**src/rtl/core/gbc_pkg.sv**
```systemverilog
package gbc_pkg;

  // Frame geometry limits
  localparam int MAX_WIDTH    = 1024;
  localparam int HEIGHT_LIMIT = 1024;
  localparam int PIXEL_BITS   = 8;

  // Configuration register width and derived counter widths
  localparam int CFG_BITS = 11;
  localparam int COL_BITS = $clog2(MAX_WIDTH);
  localparam int W_BITS   = $clog2(MAX_WIDTH + 1);
  // Row counter runs up to height + 1 while the last row drains
  localparam int ROW_BITS = $clog2(HEIGHT_LIMIT + 2);

  // Kernel sum: total weight 16 adds four bits
  localparam int SUM_BITS = PIXEL_BITS + 4;

  // Input item kinds carried on cmd
  localparam logic CMD_PIXEL = 1'b0;
  localparam logic CMD_DRAIN = 1'b1;

  typedef logic [PIXEL_BITS-1:0] pixel_t;
  typedef logic [COL_BITS-1:0]   col_t;
  typedef logic [ROW_BITS-1:0]   row_t;

  // 3x3 window, row-major: tap (r, k) sits at index r*3 + k
  typedef pixel_t [8:0] win_t;

  // Edge repetition flags of the output pixel's neighborhood
  typedef struct packed {
    logic top;   // top row replaced by the center row
    logic bot;   // bottom row replaced by the center row
    logic lc;    // left column replaced by the center column
    logic rc;    // right column replaced by the center column
  } edge_t;

  // Configuration register indexes
  typedef enum logic [0:0] {
    REG_IMAGE_WIDTH  = 1'b0,
    REG_IMAGE_HEIGHT = 1'b1
  } cfg_reg_t;

endpackage

```
**src/rtl/core/gbc_kernel.sv**
```systemverilog
module gbc_kernel (
  input  gbc_pkg::win_t   taps,
  input  gbc_pkg::edge_t  edges,
  output gbc_pkg::pixel_t result
);
  import gbc_pkg::*;

  localparam int ROW_SUM_BITS = PIXEL_BITS + 2;

  logic [ROW_SUM_BITS-1:0] row_sum [3];
  logic [SUM_BITS-1:0]     top_sum;
  logic [SUM_BITS-1:0]     bot_sum;
  logic [SUM_BITS-1:0]     total;

  // Weight each row 1-2-1 with edge columns folded onto the center
  always_comb begin
    pixel_t lft;
    pixel_t rgt;
    for (int r = 0; r < 3; r++) begin
      lft = edges.lc ? taps[r*3+1] : taps[r*3];
      rgt = edges.rc ? taps[r*3+1] : taps[r*3+2];
      row_sum[r] = ROW_SUM_BITS'(lft) + (ROW_SUM_BITS'(taps[r*3+1]) << 1)
                 + ROW_SUM_BITS'(rgt);
    end
  end

  // Weight rows 1-2-1 with edge rows folded onto the center
  assign top_sum = SUM_BITS'(edges.top ? row_sum[1] : row_sum[0]);
  assign bot_sum = SUM_BITS'(edges.bot ? row_sum[1] : row_sum[2]);
  assign total   = top_sum + (SUM_BITS'(row_sum[1]) << 1) + bot_sum;

  // Divide by 16, truncating
  assign result = total[SUM_BITS-1:4];

endmodule

```
**config.mk**
```make
export PLATFORM = sky130hd
export DESIGN_NAME = gbc_kernel
export DESIGN_NICKNAME = d
export VERILOG_FILES = /design/src/rtl/core/gbc_pkg.sv /design/src/rtl/core/gbc_kernel.sv
export SDC_FILE = /design/constraint.sdc
export NUM_CORES = 1
export LEC_CHECK = 0
export ABC_AREA = 1
export BUFFER_PORTS_ARGS = -buffer_cell sky130_fd_sc_hd__buf_2
export CORE_MARGIN = 2
export CORE_UTILIZATION = 50
export DETAILED_ROUTE_END_ITERATION = 10
export MAX_ROUTING_LAYER = met4
export PLACE_DENSITY = 0.83
export SLEW_MARGIN = 15
export SYNTH_ARGS = -nofsm -noshare
export SYNTH_HDL_FRONTEND = slang
export SYNTH_SLANG_ARGS = --single-unit
```
**constraint.sdc**
```tcl
create_clock -name vclk -period 5.45
set_input_delay 0.2725 -clock vclk [all_inputs]
set_output_delay 0.2725 -clock vclk [all_outputs]
set_load 0.05 [all_outputs]
```
After elaboration in Yosys (flattened, before gate mapping). Cells that the tools add are included.

Output and inout port bits: 8. Bits in registers: 0. Word-level logic and storage cells: 16.

Multiplexer cells: 8. Add/sub/neg operators: 8.

Operators by type and width (count): 8-bit two-way mux (6); 10-bit by 8-bit adder with 10-bit output (3); 8-bit by 9-bit adder with 10-bit output (3); 10-bit two-way mux (2); 12-bit by 11-bit adder with 12-bit output (1); 12-bit adder (1).

Logic depth before layout (Yosys ltp). Gate-level depths: netlist (run 1).

Depth after elaboration: 6. Gate-level depth with buffers: 28. Gate-level depth less buffers: 27.

Least setup slack after synthesis (run 1). No wires, ideal clock.

Path type: input to output. Start point: input port edges[1] (netlist bit). End point: output port result[2]. Cell stages on the path: 16. Data arrival time: 4.569 ns. Setup slack: 0.609 ns. Cells stage by stage: buf_2 buf_2 mux2_2 fa_1 fa_1 nand3_1 nand2_1 xor2_1 nand2_1 o21ai_0 fa_1 ha_1 nand2_1 o21ai_0 a21oi_1 xnor2_1.

Cells in the longest elaborated chain, start to end: 6. Elaborated cells between the ends (all ways): 13. Those cells by class: add/sub: 8; mux: 5.

Ends and longest elaborated chain: from (decl) (RTL line gbc_kernel.sv:3) `input gbc_pkg::edge_t edges,`; 8-bit two-way mux (RTL line gbc_kernel.sv:20) `lft = edges.lc ? taps[r*3+1] : taps[r*3];`; 8-bit by 9-bit adder with 10-bit output (RTL line gbc_kernel.sv:22) `row_sum[r] = ROW_SUM_BITS'(lft) + (ROW_SUM_BITS'(taps[r*3+1]) << 1)`; 10-bit by 8-bit adder with 10-bit output (RTL line gbc_kernel.sv:23) `+ ROW_SUM_BITS'(rgt);`; 10-bit two-way mux (RTL line gbc_kernel.sv:28) `assign top_sum = SUM_BITS'(edges.top ? row_sum[1] : row_sum[0]);`; 12-bit by 11-bit adder with 12-bit output (RTL line gbc_kernel.sv:30) `assign total = top_sum + (SUM_BITS'(row_sum[1]) << 1) + bot_sum;`; 12-bit adder (*) (RTL line gbc_kernel.sv:30); to (decl) (RTL line gbc_kernel.sv:4) `output gbc_pkg::pixel_t result`.

Mark *: on every way between the ends. The rest lies on a longest branch, timed or not.

Worst setup path in the final report (run 1).
Start point: input port edges[0] (netlist bit). End point: output port result[6].

Cells in the longest elaborated chain, start to end: 5. Elaborated cells between the ends (all ways): 10. Those cells by class: add/sub: 5; mux: 5.

Ends and longest elaborated chain: 8-bit two-way mux (RTL line gbc_kernel.sv:21) `rgt = edges.rc ? taps[r*3+1] : taps[r*3+2];`; 10-bit by 8-bit adder with 10-bit output (RTL line gbc_kernel.sv:23); 10-bit two-way mux (RTL line gbc_kernel.sv:28); 12-bit by 11-bit adder with 12-bit output (RTL line gbc_kernel.sv:30); 12-bit adder (*) (RTL line gbc_kernel.sv:30).

Marked as above.

==> flow_summary.toml, run 1 <==
[global_routing]
grt_util_met1_pct = 24.8
grt_pass1_wl_um = 11400
top_usage_layer = "met2"
grt_overflow_total = 0
antenna_found_initial = 0
use_met2_pct = 42.4
grt_pass1_vias = 2846
grt_max_degree = 29
grt_util_met3_pct = 1.14
gr-usage-all-layers_pct = 21.9

[timing]
slew_viol_final = 0
setup_ws_ns = 0.420
finalHoldViolCount = 0
setup-tns-final_ns = 0
timing.final.crit_share_pct = 92.3
tightest_slew_ns = 0.563
finalSetupViolations = 0
grt_setup_unrepaired = "false"
relSlewSlack_pct = 62.5
min_period_ns = 5.03
fmax_ghz = 0.199

[synth]
synth_cell_types = 28
yosys_warnings = 0
synthCells = 387
synth_seq_area_share_pct = 0
synth.net_count = 532
synth.avg_cell_area_sq_um = 7.32
netlist_area_sq_um = 2830

[cells_and_area]
layout-drive-gt1-share_pct = 28.7
seqCellArea_sq_um = 0
nClkBuffers = 0
synthToLayoutAreaGrowth_pct = 16.5
nNetsFinal = 610
diodes = 0
nFillCells = 522
seq_cells = 0

[drt]
firstDrtPassIters = 4
viasPerCell = 5.35
ant_nets = 0
vias = 2863
routed_wl_um = 6320
drt_first_iter_violations = 118
detail_route.wl_per_cell_um = 11.8
route.detailed.drc = 0

[die]
die_y_um = 79.3
core_sq_um = 5470
ios = 84
initial_core_util_pct = 51.7
die-area_sq_um = 6280
rows = 27
die_w_um = 79.3

[worst_setup_path]
required_ns = 5.18
cp-end-kind = "primary output"
worstPathArrival_ns = 4.76
worstSetupPathType = "input pin to primary output"
crit_fanout = 28
start_kind = "input pin"

[worst_hold_path]
min_delay_worst_endpoint = "result[7]"
hold_class = "input pin to primary output"
min-delay-start = "taps[39]"
hold_depth = 8

[run_status]
status = "completed"

[placement]
dpl.hpwl_um = 5600
dp_slack_ns = 0.425
port_buffers = 84
gp_congestion = 0.888

[clock_network]
post_cts_buffers = 0
cts-resized-gates = 0
ctsHoldBuffers = 0

[flow_run]
drv_cap = 0
==> through the flow <==
step	instance area [sq um]	cells	hold WS, ns	utilization (%)
2_1_floorplan	2830	387	1.09	-
3_3_place_gp	3300	535	1.41	60.2
3_5_place_dp	3300	535	1.44	60.2
4_1_cts	3300	535	1.42	60.2
5_1_grt	3300	535	1.53	60.3
6_report	3300	535	1.41	60.3
==> critical path: stages <==
cell,delay (ns)
buf_2,0.45
o21ai_0,0.22
fa_1,0.51
inv_1,0.04
ha_1,0.22
fa_1,0.41
nand3_1,0.11
nand2_1,0.10
xor2_1,0.31
nand2_1,0.11
o21ai_0,0.13
fa_1,0.47
ha_1,0.38
a21oi_1,0.22
o21ai_0,0.16
a21oi_1,0.22
nand3_1,0.09
nand2_1,0.07
buf_2,0.25
==> worst max path at each step <==
stage                        start   endpoint
final                     edges[0]  result[6]
after global routing      edges[0]  result[6]
after CTS                 edges[1]  result[6]
after detailed placement  edges[1]  result[6]
after global placement    edges[1]  result[6]
after floorplan           edges[1]  result[2]
==> cell families after synthesis <==
family	Yosys count	synth area share (%)
AOI/OAI and AO/OA	55	10.6
and+or+nand+nor	160	24.0
muxes	40	15.9
adders and majority gates	69	39.0
xor gates and xnor gates	9	2.78
buffers and inverters	54	7.73
==> cells in the final DEF (no fill, tap or decap), types with 3 or more instances in the layout <==
cell type    n
o22ai_1      3
a21oi_1     27
ha_1        37
nand3_1     26
inv_1       44
nand3b_1     3
fa_1        32
xor2_1       7
nor2_1      18
buf_2       83
nand2_1    100
or2_2        3
mux2_2      40
o21ai_0     20
==> cell usage after synthesis (3+ instances only) <==
library cell,n,share of area [%]
a21oi_1,27,4.8
buf_2,7,1.2
fa_1,32,23
ha_1,37,16
inv_1,44,5.8
mux2_2,40,16
nand2_1,100,13
nand3_1,26,4.6
nand3b_1,3,0.80
nor2_1,18,2.4
o21ai_0,20,3.5
o22ai_1,3,0.66
or2_2,3,0.66
xor2_1,7,2.2
==> layer usage <==
layer  wire (um)  part of all wire [%]
met5           0                     0
met4         138                   2.2
met3         272                   4.3
met2        3240                    51
met1        2670                    42
==> final cells by class <==
cell class | instances | area, sq um | share of cell area (%)
multi-input combinational | 333 | 2610 | 79.2
inverter | 46 | 173 | 5.24
tap | 72 | 90.1 | 2.73
timing repair buffer | 84 | 423 | 12.8
Power of run 1 is not shown: default switching activity piles up to over one toggle a cycle in this logic, so the estimate is an artifact.
==> run 2: changes to the inputs <==
--- a/config.mk
+++ b/config.mk
@@ -10,6 +10,7 @@
 export CORE_MARGIN = 2
 export CORE_UTILIZATION = 50
 export DETAILED_ROUTE_END_ITERATION = 10
+export GPL_TIMING_DRIVEN = 0
 export MAX_ROUTING_LAYER = met4
 export PLACE_DENSITY = 0.83
 export SLEW_MARGIN = 15
==> run 2 against run 1 <==
Compared with the run above:
- fmax grew 1.3%
- clock-buffer cell count unchanged
- setup slack better by 0.064 ns
- first-iteration DRC count is 4.2% higher
- critical endpoint unchanged
- final cell count increased by 1.1%
==> flow_summary.toml, run 2 (synthesis results as in run 1) <==
[run_status]
status = "completed"

[drt]
routed_wl_um = 6420
route.detailed.drc = 0
vias = 2828
firstDrtPassIters = 4
viasPerCell = 5.23
drt_first_iter_violations = 123
detail_route.wl_per_cell_um = 11.9
ant_nets = 0

[die]
ios = 84
rows = 27
die_w_um = 79.3
die_y_um = 79.3
core_sq_um = 5470
die-area_sq_um = 6280
initial_core_util_pct = 51.7

[cells_and_area]
seqCellArea_sq_um = 0
seq_cells = 0
final_cell_mix = "nand2_1, buf_2, inv_1"
diodes = 0
final_common_cell = "nand2_1"
final_cells = 541
nClkBuffers = 0
synthToLayoutAreaGrowth_pct = 17.7
layout-drive-gt1-share_pct = 29.6
nFillCells = 532
nNetsFinal = 616

[global_routing]
grt_max_degree = 11
grt_pass1_wl_um = 11800
grt_pass1_vias = 2982
antenna_found_initial = 0
grt_overflow_total = 0
gr-usage-all-layers_pct = 22.9

[worst_setup_path]
required_ns = 5.18
cpPeakStageDelay_ns = 0.54
cp-end-kind = "primary output"
cp_slowest_cell = "fa_1"
worstPathArrival_ns = 4.69
start_kind = "input pin"
worstSetupPathType = "input pin to primary output"
crit_fanout = 10
cpMostUsedCell = "nand2_1"

[placement]
port_buffers = 82
gp_congestion = 0.872
dp.cells = 541
dpl.hpwl_um = 5780
dp_slack_ns = 0.463

[timing]
grt_setup_unrepaired = "false"
slew_viol_final = 0
relSlewSlack_pct = 77.9
timing.final.crit_share_pct = 91.1
tightest_slew_ns = 0.330
setup-tns-final_ns = 0
fmax_ghz = 0.201
min_period_ns = 4.97
finalSetupViolations = 0
setup_ws_ns = 0.484
finalHoldViolCount = 0

[worst_hold_path]
hold_class = "input pin to primary output"

[clock_network]
cts-resized-gates = 0
ctsHoldBuffers = 0
post_cts_buffers = 0

[flow_run]
drv_cap = 0
## run 2: cell count changes in the layout (fill, tap and decap cells not counted), sizes merged
cell / delta
clkbuf: -1
buf: +7
## run 2: worst max-delay path, delay by kind of cell
family,cells,cell delay [ns]
fa+ha+maj,4,1.73
mux,1,0.39
simple gates,13,1.17
compound gates,1,0.10
buf+inv,6,1.03
## run 2: worst paths after layout
| check | from | slack [ns] | end | depth (start not counted) |
|---|---|---|---|---|
| setup / recovery | edges[1] | 0.48 | result[6] | 25 |
| hold / removal | edges[2] | 1.31 | result[0] | 6 |
## run 2: stage by stage
step / cell area (sq um) / util (%) / hold slack [ns]
after floorplan: 2830 / - / 1.09
after global placement: 3330 / 60.9 / 1.29
after detailed placement: 3330 / 60.9 / 1.31
after CTS: 3330 / 60.9 / 1.32
after global routing: 3330 / 60.9 / 1.36
final: 3330 / 60.9 / 1.31
## run 2: metal layers
metal	wire, um	share of wire [%]	vias to the layer above	track usage, %
met5	0	0	-	-
met4	95	1.5	0	4.14
met3	233	3.6	10	0.795
met2	3320	52	62	45.3
met1	2770	43	1293	25.7
li1	-	-	1463	-
## run 2: cell type report
type               instances  area [sq um]  share of cell area (%)
multi-input cells        333          2610                    78.4
inverters                 46           173                    5.18
well taps                 72          90.1                    2.70
plain buffers              8          46.3                    1.39
repair buffers            82           410                    12.3
Power of run 2 is left out for the same reason.
==> run 3: changes to the inputs <==
--- a/config.mk
+++ b/config.mk
@@ -8,11 +8,11 @@
 export ABC_AREA = 1
 export BUFFER_PORTS_ARGS = -buffer_cell sky130_fd_sc_hd__buf_2
 export CORE_MARGIN = 2
-export CORE_UTILIZATION = 50
+export CORE_UTILIZATION = 40
 export DETAILED_ROUTE_END_ITERATION = 10
 export GPL_TIMING_DRIVEN = 0
 export MAX_ROUTING_LAYER = met4
-export PLACE_DENSITY = 0.83
+export PLACE_DENSITY = 0.69
 export SLEW_MARGIN = 15
 export SYNTH_ARGS = -nofsm -noshare
 export SYNTH_HDL_FRONTEND = slang
==> run 3 against run 2 <==
Compared with the run above:
- sequential share of layout area unchanged
- worst hold slack worse by 0.0081 ns
- flip-flop and latch count unchanged
- routed wire length up 2.1%
- highest routed layer is now met3
- critical endpoint unchanged
==> flow_summary.toml, run 3 (synthesis results as in run 1) <==
[worst_setup_path]
start_kind = "input pin"
crit_fanout = 10
worstSetupPathType = "input pin to primary output"
cp-end-kind = "primary output"
cpPeakStageDelay_ns = 0.54
required_ns = 5.18
worstPathArrival_ns = 4.78
cp_slowest_cell = "fa_1"
cpMostUsedCell = "nand2_1"

[cells_and_area]
nNetsFinal = 616
layout-drive-gt1-share_pct = 29.6
seq_cells = 0
diodes = 0
final_common_cell = "nand2_1"
seqCellArea_sq_um = 0
nClkBuffers = 0
synthToLayoutAreaGrowth_pct = 18.7
final_cell_mix = "nand2_1, buf_2, inv_1"
post-route-util_pct = 49.2

[run_status]
status = "completed"

[drt]
vias = 2746
ant_nets = 0
firstDrtPassIters = 4
route.detailed.drc = 0
viasPerCell = 4.86
detail_route.wl_per_cell_um = 11.6
drt_first_iter_violations = 64
routed_wl_um = 6560

[die]
core_sq_um = 6830
initial_core_util_pct = 41.4
die_w_um = 88.1
die_y_um = 88.1
ios = 84
rows = 30
die-area_sq_um = 7770

[global_routing]
gr-usage-all-layers_pct = 17.2
grt_max_degree = 11
antenna_found_initial = 0
grt_overflow_total = 0
grt_pass1_vias = 2629
grt_pass1_wl_um = 10800

[timing]
setup-tns-final_ns = 0
whs_ns = 1.31
setup_ws_ns = 0.396
grt_setup_unrepaired = "false"
relSlewSlack_pct = 76.4
slew_viol_final = 0
fmax_ghz = 0.198
tightest_slew_ns = 0.353
timing.final.crit_share_pct = 92.7
finalSetupViolations = 0
finalHoldViolCount = 0
min_period_ns = 5.05

[clock_network]
post_cts_buffers = 0
ctsHoldBuffers = 0
cts-resized-gates = 0

[worst_hold_path]
hold_depth = 6
hold_class = "input pin to primary output"
min-delay-start = "edges[2]"
min_delay_worst_endpoint = "result[0]"

[placement]
dp_slack_ns = 0.400
dpl.hpwl_um = 5870
port_buffers = 82
gp_congestion = 0.832

[flow_run]
drv_cap = 0
run 3: cell counts in the layout (fill, tap and decap cells not counted):
No cell type changed its count.
run 3: layout make-up:
class / count / area, sq um
Fill cell: 723 / 3470
Multi-Input combinational cell: 333 / 2610
Timing Repair Buffer: 82 / 410
Inverter: 46 / 173
Tap cell: 96 / 120
Buffer: 8 / 46.3
run 3: critical path: cells and delay by family:
family / cells / cell delay [ns]
adder cells (fa/ha/maj): 4 / 1.73
AND/OR/NAND/NOR: 13 / 1.23
buffers and inverters: 6 / 1.06
multiplexers: 1 / 0.39
AO/OA/AOI/OAI: 1 / 0.10
run 3: worst max path at each step:
stage / end / from / slack, ns
2_1_floorplan: result[2] / edges[1] / 0.61
3_3_place_gp: result[6] / edges[1] / 0.44
3_5_place_dp: result[6] / edges[1] / 0.40
4_1_cts: result[6] / edges[1] / 0.39
5_1_grt: result[6] / edges[1] / 0.07
6_report: result[6] / edges[1] / 0.40
run 3: per-stage QoR:
stage / std cells / instance area (sq um)
after floorplan: 387 / 2830
after global placement: 565 / 3360
after detailed placement: 565 / 3360
after CTS: 565 / 3360
after global routing: 565 / 3360
final: 565 / 3360
run 3: layer usage:
metal	up-vias	share of wire (%)	track usage, %
li1	1450	-	-
met1	1246	46	20.8
met2	50	51	34.0
met3	0	3.1	0
met4	0	0	0
met5	-	0	-
Power of run 3 is left out for the same reason.
